### src/rtl/min_heap_priority_queue_top_macros.svh
// Assertion macros for the min-heap priority queue.
`ifndef MIN_HEAP_PRIORITY_QUEUE_TOP_MACROS_SVH
`define MIN_HEAP_PRIORITY_QUEUE_TOP_MACROS_SVH

`ifndef SYNTH
// Check prop at every clock edge outside reset.
`define MHPQ_ASSERT(lbl, prop, msg) \
    lbl: assert property (@(posedge i_clk) disable iff (!i_rst_n) prop) else $error(msg);
// Check prop at every clock edge, reset included.
`define MHPQ_ASSERT_ALWAYS(lbl, prop, msg) \
    lbl: assert property (@(posedge i_clk) prop) else $error(msg);
`else
`define MHPQ_ASSERT(lbl, prop, msg)
`define MHPQ_ASSERT_ALWAYS(lbl, prop, msg)
`endif

`endif

### src/rtl/mhpq_pkg.sv
// Package: types, constants and key compare of the min-heap priority queue.
package mhpq_pkg;

    localparam int CAPACITY = 64;
    localparam int ADDR_W   = $clog2(CAPACITY);
    localparam int CNT_W    = $clog2(CAPACITY + 1);
    localparam int CHILD_W  = ADDR_W + 2;

    localparam logic OP_PUSH = 1'b0;
    localparam logic OP_POP  = 1'b1;

    localparam logic [1:0] ST_DONE      = 2'd0;
    localparam logic [1:0] ST_POP_EMPTY = 2'd1;
    localparam logic [1:0] ST_PUSH_FULL = 2'd2;

    localparam logic KEY_TIME = 1'b0;

    typedef struct packed {
        logic        opcode;
        logic [15:0] process_id;
        logic [15:0] remaining_time;
        logic [7:0]  priority_req;
    } t_in_item;

    typedef struct packed {
        logic [1:0]  status;
        logic        empty_res;
        logic [6:0]  count;
        logic [15:0] min_id;
        logic [15:0] min_remaining_time;
        logic [7:0]  min_priority;
    } t_out_item;

    typedef struct packed {
        logic [15:0] id;
        logic [15:0] rem;
        logic [7:0]  prio;
    } t_entry;

    // strict less-than on the selected key
    function automatic logic key_less(t_entry a, t_entry b, logic key_sel);
        logic res;
        if (key_sel == KEY_TIME) begin
            res = a.rem < b.rem;
        end else begin
            res = a.prio < b.prio;
        end
        return res;
    endfunction

endpackage

### src/rtl/min_heap_priority_queue_top.sv
// Top level: binary min-heap priority queue with a sequenced sift unit.
// Items are handled one at a time; a new item is taken only once the sequencer is back in idle.
// Each level costs a registered heap read (both children when sifting down), key compares and one heap write.
// Reset (synchronous, active low) empties the heap and selects remaining time as key;
// the heap store itself is not cleared, only entries below the count are ever used.
module min_heap_priority_queue_top (
    input  logic                i_clk,
    input  logic                i_rst_n,
    input  logic                i_cfg_we,
    input  logic                i_cfg_wdata,
    input  logic                i_in_valid,
    output logic                o_in_stall,
    input  mhpq_pkg::t_in_item  i_in_item,
    output logic                o_out_valid,
    input  logic                i_out_stall,
    output mhpq_pkg::t_out_item o_out_item
);

    `include "min_heap_priority_queue_top_macros.svh"

    // Sequencer states: sift up walks UP_CHK/UP_CMP, sift down walks DN_RD/DN_CMP.
    typedef enum logic [6:0] {
        S_IDLE   = 7'b0000001,
        S_UP_CHK = 7'b0000010,
        S_UP_CMP = 7'b0000100,
        S_POP_LD = 7'b0001000,
        S_DN_RD  = 7'b0010000,
        S_DN_CMP = 7'b0100000,
        S_DONE   = 7'b1000000
    } t_state;

    // Heap store: one write port, two registered read ports.
    mhpq_pkg::t_entry mem [mhpq_pkg::CAPACITY];

    t_state                          r_state, n_state;
    logic [mhpq_pkg::CNT_W-1:0]      r_cnt, n_cnt;
    logic [mhpq_pkg::ADDR_W-1:0]     r_idx, n_idx;
    mhpq_pkg::t_entry                r_x, n_x;
    logic [1:0]                      r_status, n_status;
    logic                            r_key;
    mhpq_pkg::t_entry                r_root;
    mhpq_pkg::t_entry                r_rd0, r_rd1;
    logic                            r_out_valid;
    mhpq_pkg::t_out_item             r_out_item;

    logic                            w_we;
    logic [mhpq_pkg::ADDR_W-1:0]     w_addr;
    mhpq_pkg::t_entry                w_data;
    logic [mhpq_pkg::ADDR_W-1:0]     ra0, ra1;

    logic                            in_acc;
    logic                            out_acc;
    logic                            out_load;
    logic [mhpq_pkg::ADDR_W-1:0]     parent;
    logic [mhpq_pkg::CHILD_W-1:0]    left_c, right_c, cnt_ext;
    logic                            l_ok, r_ok, l_less, r_less;
    mhpq_pkg::t_entry                best_e;
    mhpq_pkg::t_entry                in_entry;
    logic                            heap_empty;

    assign in_acc     = i_in_valid && !o_in_stall;
    assign out_acc    = r_out_valid && !i_out_stall;
    assign o_in_stall = (r_state != S_IDLE);

    assign in_entry.id   = i_in_item.process_id;
    assign in_entry.rem  = i_in_item.remaining_time;
    assign in_entry.prio = i_in_item.priority_req;

    // Child and parent positions of the current hole.
    assign parent  = (r_idx - 1'b1) >> 1;
    assign left_c  = {1'b0, r_idx, 1'b1};
    assign right_c = left_c + 1'b1;
    assign cnt_ext = mhpq_pkg::CHILD_W'(r_cnt);
    assign l_ok    = left_c < cnt_ext;
    assign r_ok    = right_c < cnt_ext;

    // Sift-down compare: left wins ties, right must be strictly smaller than the best so far.
    assign l_less = l_ok && mhpq_pkg::key_less(r_rd0, r_x, r_key);
    assign best_e = l_less ? r_rd0 : r_x;
    assign r_less = r_ok && mhpq_pkg::key_less(r_rd1, best_e, r_key);

    always_comb begin
        n_state  = r_state;
        n_cnt    = r_cnt;
        n_idx    = r_idx;
        n_x      = r_x;
        n_status = r_status;
        w_we     = 1'b0;
        w_addr   = r_idx;
        w_data   = r_x;
        ra0      = r_idx;
        ra1      = r_idx;
        out_load = 1'b0;

        unique case (r_state)
            S_IDLE: begin
                if (in_acc) begin
                    n_status = mhpq_pkg::ST_DONE;
                    if (i_in_item.opcode == mhpq_pkg::OP_PUSH) begin
                        if (r_cnt == mhpq_pkg::CNT_W'(mhpq_pkg::CAPACITY)) begin
                            // full: drop the entry
                            n_status = mhpq_pkg::ST_PUSH_FULL;
                            n_state  = S_DONE;
                        end else begin
                            n_x     = in_entry;
                            n_idx   = mhpq_pkg::ADDR_W'(r_cnt);
                            n_state = S_UP_CHK;
                        end
                    end else begin
                        if (r_cnt == '0) begin
                            n_status = mhpq_pkg::ST_POP_EMPTY;
                            n_state  = S_DONE;
                        end else begin
                            // fetch the last entry, it becomes the moving entry
                            n_cnt   = r_cnt - 1'b1;
                            ra0     = mhpq_pkg::ADDR_W'(r_cnt - 1'b1);
                            n_state = (r_cnt == mhpq_pkg::CNT_W'(1)) ? S_DONE : S_POP_LD;
                        end
                    end
                end
            end
            S_UP_CHK: begin
                if (r_idx == '0) begin
                    w_we    = 1'b1;
                    n_cnt   = r_cnt + 1'b1;
                    n_state = S_DONE;
                end else begin
                    ra0     = parent;
                    n_state = S_UP_CMP;
                end
            end
            S_UP_CMP: begin
                w_we = 1'b1;
                if (mhpq_pkg::key_less(r_x, r_rd0, r_key)) begin
                    // move the parent down into the hole
                    w_data  = r_rd0;
                    n_idx   = parent;
                    n_state = S_UP_CHK;
                end else begin
                    n_cnt   = r_cnt + 1'b1;
                    n_state = S_DONE;
                end
            end
            S_POP_LD: begin
                n_x     = r_rd0;
                n_idx   = '0;
                n_state = S_DN_RD;
            end
            S_DN_RD: begin
                if (!l_ok) begin
                    w_we    = 1'b1;
                    n_state = S_DONE;
                end else begin
                    ra0     = left_c[mhpq_pkg::ADDR_W-1:0];
                    ra1     = right_c[mhpq_pkg::ADDR_W-1:0];
                    n_state = S_DN_CMP;
                end
            end
            S_DN_CMP: begin
                w_we = 1'b1;
                if (r_less) begin
                    w_data  = r_rd1;
                    n_idx   = right_c[mhpq_pkg::ADDR_W-1:0];
                    n_state = S_DN_RD;
                end else if (l_less) begin
                    w_data  = r_rd0;
                    n_idx   = left_c[mhpq_pkg::ADDR_W-1:0];
                    n_state = S_DN_RD;
                end else begin
                    n_state = S_DONE;
                end
            end
            S_DONE: begin
                // hold until the output register is free
                if (!r_out_valid || !i_out_stall) begin
                    out_load = 1'b1;
                    n_state  = S_IDLE;
                end
            end
            default: begin
                n_state = S_IDLE;
            end
        endcase
    end

    // Control registers.
    always_ff @(posedge i_clk) begin
        if (!i_rst_n) begin
            r_state     <= S_IDLE;
            r_cnt       <= '0;
            r_key       <= mhpq_pkg::KEY_TIME;
            r_out_valid <= 1'b0;
        end else begin
            r_state <= n_state;
            r_cnt   <= n_cnt;
            if (i_cfg_we) begin
                r_key <= i_cfg_wdata;
            end
            if (out_load) begin
                r_out_valid <= 1'b1;
            end else if (out_acc) begin
                r_out_valid <= 1'b0;
            end
        end
    end

    // Datapath registers and heap store.
    always_ff @(posedge i_clk) begin
        r_idx    <= n_idx;
        r_x      <= n_x;
        r_status <= n_status;
        r_rd0    <= mem[ra0];
        r_rd1    <= mem[ra1];
        if (w_we) begin
            mem[w_addr] <= w_data;
            // keep a copy of the root for the result
            if (w_addr == '0) begin
                r_root <= w_data;
            end
        end
    end

    assign heap_empty = (r_cnt == '0);

    always_ff @(posedge i_clk) begin
        if (out_load) begin
            r_out_item.status             <= r_status;
            r_out_item.empty_res          <= heap_empty;
            r_out_item.count              <= 7'(r_cnt);
            r_out_item.min_id             <= heap_empty ? 16'd0 : r_root.id;
            r_out_item.min_remaining_time <= heap_empty ? 16'd0 : r_root.rem;
            r_out_item.min_priority       <= heap_empty ? 8'd0 : r_root.prio;
        end
    end

    assign o_out_valid = r_out_valid;
    assign o_out_item  = r_out_item;

    // Checks on the sequencer and the heap bounds.
    `MHPQ_ASSERT(a_cnt_cap, r_cnt <= mhpq_pkg::CNT_W'(mhpq_pkg::CAPACITY), "count above capacity")
    `MHPQ_ASSERT(a_wr_bound, w_we |-> (mhpq_pkg::CNT_W'(w_addr) <= r_cnt), "write beyond heap end")
    `MHPQ_ASSERT(a_busy_after_acc, in_acc |=> (r_state != S_IDLE), "item accepted but no work")
    `MHPQ_ASSERT(a_done_loads, (r_state == S_DONE && !r_out_valid) |=> r_out_valid, "result lost")

endmodule
### config.mk
export PLATFORM = sky130hd
export DESIGN_NAME = min_heap_priority_queue_top
export DESIGN_NICKNAME = d
export VERILOG_FILES = /design/src/rtl/mhpq_pkg.sv /design/src/rtl/min_heap_priority_queue_top.sv
export VERILOG_INCLUDE_DIRS = /design/src /design/src/rtl
export SDC_FILE = /design/constraint.sdc
export NUM_CORES = 2
export LEC_CHECK = 0
export ABC_AREA = 0
export BUFFER_PORTS_ARGS = -buffer_cell sky130_fd_sc_hd__buf_4
export CELL_PAD_IN_SITES_DETAIL_PLACEMENT = 0
export CELL_PAD_IN_SITES_GLOBAL_PLACEMENT = 1
export CORE_AREA = 2 2 631 633
export DETAILED_ROUTE_END_ITERATION = 7
export DIE_AREA = 0 0 633 635
export GPL_ROUTABILITY_DRIVEN = 0
export PLACE_DENSITY_LB_ADDON = 0.1
export SLEW_MARGIN = 20
export SYNTH_ARGS = -nofsm -noshare
export SYNTH_HDL_FRONTEND = slang
export SYNTH_SLANG_ARGS = --single-unit
### constraint.sdc
create_clock -name i_clk -period 10.4 [get_ports i_clk]
set_input_delay 0.52 -clock i_clk [delete_from_list [all_inputs] [get_ports i_clk]]
set_output_delay 0.52 -clock i_clk [all_outputs]
set_load 0.05 [all_outputs]
### After elaboration in Yosys (flattened, before gate mapping)

Memories as Yosys holds them, arrays and structs flattened. A register that Yosys moved wholly into a read port is not among the register bits.
Index checks and enable logic that the tools add are counted.
W data, S select, Z words.

| word-level totals | value |
|---|---|
| memories kept | 1 |
| register bits after elaboration | 154 |
| input bits | 47 |
| output and inout port bits | 52 |
| bits in writable memories | 2560 |

Memory list:

| name | depth | bits a word | rd ports | clocked after memory_dff | wr ports | line | source |
|---|---|---|---|---|---|---|---|
| mem | 64 | 40 | 2 | 2 | 1 | min_heap_priority_queue_top.sv:33 | `mhpq_pkg::t_entry mem [mhpq_pkg::CAPACITY];` |

| cells by class | value |
|---|---|
| equal/unequal tests | 20 |
| $lt $le $gt $ge | 8 |
| mux-type cells | 57 |
| reductions and logical operators | 21 |
| add/sub/neg operators | 4 |

Operator list:

| operator | number |
|---|---|
| $mux W40 | 6 |
| $pmux W40 S2 | 2 |
| $mux W7 | 16 |
| $mux W6 | 13 |
| $pmux W7 S7 | 1 |
| $lt A16 B16 Y1 | 3 |
| $lt A8 B8 Y1 | 3 |
| $pmux W6 S4 | 1 |
| $pmux W7 S3 | 1 |
| $ne A2 B2 Y1 const B | 9 |
| $pmux W6 S3 | 1 |
| $eq A7 B1 Y1 const B | 2 |
| $eq A7 B7 Y1 const B | 2 |
| $mux W1 | 13 |
| $reduce_and A6 Y1 | 2 |
| $add A7 B1 Y8 const B | 1 |
| $lt A8 B7 Y1 | 1 |
| $add A7 B1 Y7 const B | 1 |
| $eq A7 B2 Y1 const B | 1 |
| $eq A7 B3 Y1 const B | 1 |
| $eq A7 B4 Y1 const B | 1 |
| $eq A7 B5 Y1 const B | 1 |
| $eq A7 B6 Y1 const B | 1 |
| $logic_not A7 Y1 | 1 |
| other kinds (17) | 26 |

### Depth between registers and ports, before layout

| depth | value |
|---|---|
| depth in word-level cells | 9 |
| mapped depth | 29 |

### Worst setup path after synthesis

OpenSTA, ideal clock, no wires.

| timing | value |
|---|---|
| kind | reg-to-reg |
| from | register r_idx[0] (netlist name) |
| to | memory mem[0][10] (netlist name), data pin |
| clock period less this slack | 9.498 ns |
| cell stages (with the launch flop) | 30 |
| library setup time | 0.727 ns |
| slack | 0.902 ns |
| path buffers | 11 |
| arrival | 8.771 ns |
| cell sequence | edfxtp_1 -> clkbuf_1 -> clkinv_1 -> clkbuf_1 -> clkbuf_1 -> clkbuf_1 -> clkbuf_1 -> ha_1 -> nor2b_1 -> o31ai_1 -> a21o_1 -> buf_2 -> buf_2 -> buf_1 -> nand3_1 -> clkbuf_1 -> nor2_1 -> a21oi_1 -> ha_1 -> a21o_1 -> a21o_1 -> a221o_1 -> a2bb2oi_1 -> and3b_1 -> and2_1 -> nand4_1 -> clkbuf_1 -> clkbuf_1 -> and3_1 -> o31ai_1 |

RTL lines:

| element | line | source |
|---|---|---|
| start, declared | min_heap_priority_queue_top.sv:37 | `logic [mhpq_pkg::ADDR_W-1:0] r_idx, n_idx;` |
| start signal, assigned | min_heap_priority_queue_top.sv:209 | `r_idx <= n_idx;` |
| end, declared | min_heap_priority_queue_top.sv:33 |  |

==> results.json <==
{
  "firstDrtPassIters": 8,
  "worstHoldPathType": "input pin to flop",
  "grt_antenna_before_repair": 91,
  "synth-edff-count": 2698,
  "global_route.usage.met2_pct": 50.8,
  "power.switching_fraction_pct": 50.2,
  "timing_worst_slew_pin_value_ns": 1.33,
  "worst_r2r_startpoint": "r_idx[0]",
  "whs_endpoint": "r_x[20]",
  "cts-root-to-sink-buffers": 4,
  "synth_top_family_by_area": "simple AND/OR/NAND/NOR gates",
  "worst_setup_hold_path_clk_slew_ns": 0.06,
  "power.leakage_uw": 0.0523,
  "worst_r2r_endpoint": "mem[39][0]",
  "worst_r2r_path_cells": 20,
  "syn_inst": 12200,
  "setup_viol_count_final": 0,
  "setup_tns_ns": 0,
  "comb_power_share_pct": 55.5,
  "core.rowCount": 231,
  "place_worst_setup_slack_ns": 2.66,
  "clock_sink_count": 2794,
  "cts_tree": "done",
  "hold_start": "i_in_item[20]",
  "crit_path_time_final_ns": 8.03,
  "critical_path_s_most_frequent_cell": "sky130_fd_sc_hd__a21o_1",
  "largest_stage_delay_worst_path_ns": 0.75,
  "ys_dominant_reg_cell": "sky130_fd_sc_hd__edfxtp_1",
  "path_cells": "inv_8, ha_1, nor2b_1, o31ai_1, a21o_1, nand3_4, a21oi_1, ha_1, a21o_1, a21o_1, a221o_1, a2bb2oi_1, and3b_1, and2_1, nand4_1, buf_4, nand2_1, o21ai_0, o21ai_4, buf_4",
  "final_cell_count_no_fill": 17500,
  "drt-total-wl_um": 721000,
  "worst_path_dominant_cell_family": "compound AO/OA/AOI/OAI gates",
  "timing.critical_path.slowest_stage_cell": "sky130_fd_sc_hd__nand4_1",
  "synth_nets": 12300,
  "power.ir.vdd_worst_mv": 0.530,
  "power-per-cell-area_mw_per_mm2": 361,
  "core_region_area_mm2": 0.395,
  "design.portCount": 99,
  "unrepaired_setup_endpoints_after_global_routing": "no",
  "h_tree_level_count": 5,
  "dieArea_mm2": 0.402,
  "hold_viol_final": 0,
  "place.port_buffers": 98,
  "ant_nets": 0,
  "grt_pass1_wl_um": 964000,
  "place_hpwl_um": 418000,
  "share_of_the_synthesized_area_in_compound_gates_ao_oa_aoi_oai_pct": 14.9,
  "number_of_nets_at_the_end_of_the_flow": 12100,
  "grt_max_degree": 138,
  "cp-end-kind": "flop",
  "mean_area_per_synthesized_cell_um2": 11.3,
  "top_usage_layer": "met2",
  "yosys_register_bits": 2794,
  "fin_worst_hold_slack_ns": 0.120,
  "worst_skew_pair.late_latency_ns": 0.99,
  "timing.slew.headroom_pct": 11.2,
  "nFillCells": 37700,
  "arrival_ns": 8.64,
  "startpoint_type": "flop",
  "floorplan.initialDensity_pct": 35.0,
  "worst-r2r-setup-slack_ns": 2.37,
  "grt_util_met3_pct": 10.2,
  "netlist-cell-type-count": 100,
  "critPathBufInv": 3,
  "global_route.overflow_total": 0,
  "max_cap_violations": 0,
  "first_global_vias": 109000,
  "timing.hold.worst_path_depth": 3,
  "end_of_flow_core_utilization_pct": 39.7,
  "total_switching_power_uw": 28400,
  "grt_util_met1_pct": 46.1,
  "track_usage_pct": 34.7,
  "wl_per_cell_um": 41.1,
  "yosys.area_share.xor_xnor_pct": 0.127,
  "synthToLayoutAreaGrowth_pct": 13.6,
  "floorplan.die.height_um": 635,
  "cell_count_after_placement": 16800,
  "report.final.slew_viol_count": 0,
  "post-route-drc-count": 19,
  "period_share_pct": 77.2,
  "synthSimpleGateAreaFrac_pct": 15.6,
  "cts_buffers": 322,
  "yosysWarningCount": 0,
  "failed_checks": "DRC",
  "post_cts_resized": 0,
  "crit_fanout": 80,
  "via_per_inst": 6.63,
  "worst_case_clock_skew_ns": 0.0665,
  "power.clock.fraction_pct": 20.3,
  "seq_area_frac_synth_pct": 60.1,
  "timing_worst_setup_path_type": "flop to flop",
  "synth_fa_ha_area_share_pct": 0.580,
  "via_count": 116000,
  "die_w_um": 633,
  "final_layout_size_suffix_gt1_share_pct": 11.5,
  "drtIter0Drc": 17700,
  "cts_root_buf": "sky130_fd_sc_hd__clkbuf_16",
  "pwr-share-seq_pct": 24.2,
  "internal_uw": 28100,
  "fmax_mhz": 125,
  "synthMuxAreaShare_pct": 4.90,
  "share_of_synthesized_flip_flops_with_an_asynchronous_set_or_reset_pct": 0,
  "mappedNetlistArea_mm2": 0.138,
  "status": "finished, violations left",
  "crit_required_ns": 11.02,
  "post-route-worst-setup-slack_ns": 2.37
}
[synthesized netlist by cell type (34+ instances only)]
master	n	area, um^2
sky130_fd_sc_hd__o31ai_1	85	638
sky130_fd_sc_hd__or4_1	42	315
sky130_fd_sc_hd__dfxtp_1	96	1920
sky130_fd_sc_hd__buf_4	68	510
sky130_fd_sc_hd__nand2_1	2321	8710
sky130_fd_sc_hd__a22oi_1	73	548
sky130_fd_sc_hd__a32oi_1	35	307
sky130_fd_sc_hd__a311oi_1	408	3570
sky130_fd_sc_hd__a31oi_1	167	1040
sky130_fd_sc_hd__buf_2	312	1560
sky130_fd_sc_hd__nand2b_1	256	1600
sky130_fd_sc_hd__or3_1	197	1230
sky130_fd_sc_hd__buf_1	80	300
sky130_fd_sc_hd__ha_1	64	801
sky130_fd_sc_hd__a21oi_1	412	2060
sky130_fd_sc_hd__a311o_1	64	641
sky130_fd_sc_hd__inv_1	58	218
sky130_fd_sc_hd__nor2_1	536	2010
sky130_fd_sc_hd__o22ai_1	437	2730
sky130_fd_sc_hd__nor4_1	35	219
sky130_fd_sc_hd__a211oi_1	588	4410
sky130_fd_sc_hd__edfxtp_1	2698	81000
sky130_fd_sc_hd__o221ai_1	37	324
sky130_fd_sc_hd__and3_1	460	2880
sky130_fd_sc_hd__clkbuf_1	628	2360
sky130_fd_sc_hd__and2_1	56	350
sky130_fd_sc_hd__mux2i_1	315	3150
sky130_fd_sc_hd__nor3_1	172	861
sky130_fd_sc_hd__o21ai_0	321	1610
sky130_fd_sc_hd__mux2_2	34	383
sky130_fd_sc_hd__mux4_2	143	3220
sky130_fd_sc_hd__o211ai_1	75	563
sky130_fd_sc_hd__nand3_1	504	2520
[routing by layer]
metal,vias up,share of wire (%),wire length (um)
li1,46500,-,-
met1,59200,39,280000
met2,8545,42,304000
met3,1936,12,89100
met4,52,6.5,47100
met5,-,0.049,350
[worst register-to-register path, stage by stage, from the launching register on]
cell and delay (ns):
sky130_fd_sc_hd__edfxtp_1 0.48, sky130_fd_sc_hd__inv_8 0.56, sky130_fd_sc_hd__ha_1 0.30, sky130_fd_sc_hd__nor2b_1 0.05
sky130_fd_sc_hd__o31ai_1 0.50, sky130_fd_sc_hd__a21o_1 0.49, sky130_fd_sc_hd__nand3_4 0.49, sky130_fd_sc_hd__a21oi_1 0.39
sky130_fd_sc_hd__ha_1 0.29, sky130_fd_sc_hd__a21o_1 0.19, sky130_fd_sc_hd__a21o_1 0.17, sky130_fd_sc_hd__a221o_1 0.31
sky130_fd_sc_hd__a2bb2oi_1 0.16, sky130_fd_sc_hd__and3b_1 0.26, sky130_fd_sc_hd__and2_1 0.15, sky130_fd_sc_hd__nand4_1 0.75
sky130_fd_sc_hd__buf_4 0.50, sky130_fd_sc_hd__nand2_1 0.46, sky130_fd_sc_hd__o21ai_0 0.29, sky130_fd_sc_hd__o21ai_4 0.19
sky130_fd_sc_hd__buf_4 0.55
[per-stage QoR]
| step | instance area (um^2) | power, uW |
|---|---|---|
| 2_1_floorplan | 138000 | 30900 |
| 3_3_place_gp | 146000 | 44100 |
| 3_5_place_dp | 146000 | 44100 |
| 4_1_cts | 157000 | 55500 |
| 5_1_grt | 157000 | 57800 |
| 6_report | 157000 | 56500 |
[cell type report]
type / instances / area, um^2 / area share [%]
clock buffer: 416 / 8750 / 5.58
multi-input combinational: 8195 / 51200 / 32.7
tap: 5242 / 6560 / 4.18
antenna: 62 / 155 / 0.0990
sequential: 2794 / 82900 / 52.9
clock inverter: 172 / 1500 / 0.957
inverter: 61 / 236 / 0.151
timing repair buffer: 582 / 5390 / 3.44
[how the worst max path moves through the flow]
stage,startpoint,endpoint,slack (ns),depth (start not counted)
2_1_floorplan,r_idx[0],mem[0][10],0.90,29
3_3_place_gp,r_idx[0],mem[46][1],2.54,19
3_5_place_dp,r_idx[0],mem[36][0],2.66,20
4_1_cts,r_idx[0],mem[35][0],2.59,20
5_1_grt,r_idx[0],mem[47][0],2.13,20
6_report,r_idx[0],mem[39][0],2.37,20
[layout by cell type (no fill, tap or decap), types with 72 or more instances in the layout]
cell / n
sky130_fd_sc_hd__a211oi_1: 588
sky130_fd_sc_hd__a21oi_1: 406
sky130_fd_sc_hd__a22oi_1: 73
sky130_fd_sc_hd__a311oi_1: 408
sky130_fd_sc_hd__a31oi_1: 167
sky130_fd_sc_hd__and3_1: 459
sky130_fd_sc_hd__buf_12: 72
sky130_fd_sc_hd__buf_4: 472
sky130_fd_sc_hd__clkbuf_16: 330
sky130_fd_sc_hd__dfxtp_1: 96
sky130_fd_sc_hd__edfxtp_1: 2698
sky130_fd_sc_hd__mux2i_1: 313
sky130_fd_sc_hd__mux4_2: 143
sky130_fd_sc_hd__nand2_1: 2300
sky130_fd_sc_hd__nand2b_1: 256
sky130_fd_sc_hd__nand3_1: 482
sky130_fd_sc_hd__nor2_1: 457
sky130_fd_sc_hd__nor2_4: 80
sky130_fd_sc_hd__nor3_1: 171
sky130_fd_sc_hd__o211ai_1: 75
sky130_fd_sc_hd__o21ai_0: 316
sky130_fd_sc_hd__o22ai_1: 434
sky130_fd_sc_hd__or3_1: 197
[power groups by stage]
stage	sequential [uW]	clock, uW	combinational [uW]
detailed placement	13900	0	30200
floorplan	13700	0	17200
global placement	13900	0	30200
global route	13700	12000	32100
CTS	13600	11600	30300
finish	13700	11500	31400
[timing repair]
action,4_1_cts,5_1_grt
hold buffers,34,0
buffers inserted,0,0
endpoints found under the hold margin,45,0
[state kept, by name (all words and copies together), names as in the netlist]
register,count
mem,2560
o_out_item,50
o_out_valid,1
r_cnt,7
r_idx,6
r_key,1
r_rd0,40
r_rd1,40
r_root,40
r_state,7
r_status,2
r_x,40
[logic make-up (layout without fill, tap and decap cells)]
family,count (synthesis),count (layout)
XOR/XNOR,20,20
adder cells (fa/ha/maj),64,64
multiplexers,492,492
AND/OR/NAND/NOR,4682,4682
AO/OA/AOI/OAI,2937,2937
buffers and inverters,1174,1231
flip-flops,2794,2794
other,0,62
Note: power is estimated with default switching activity, not from simulation.
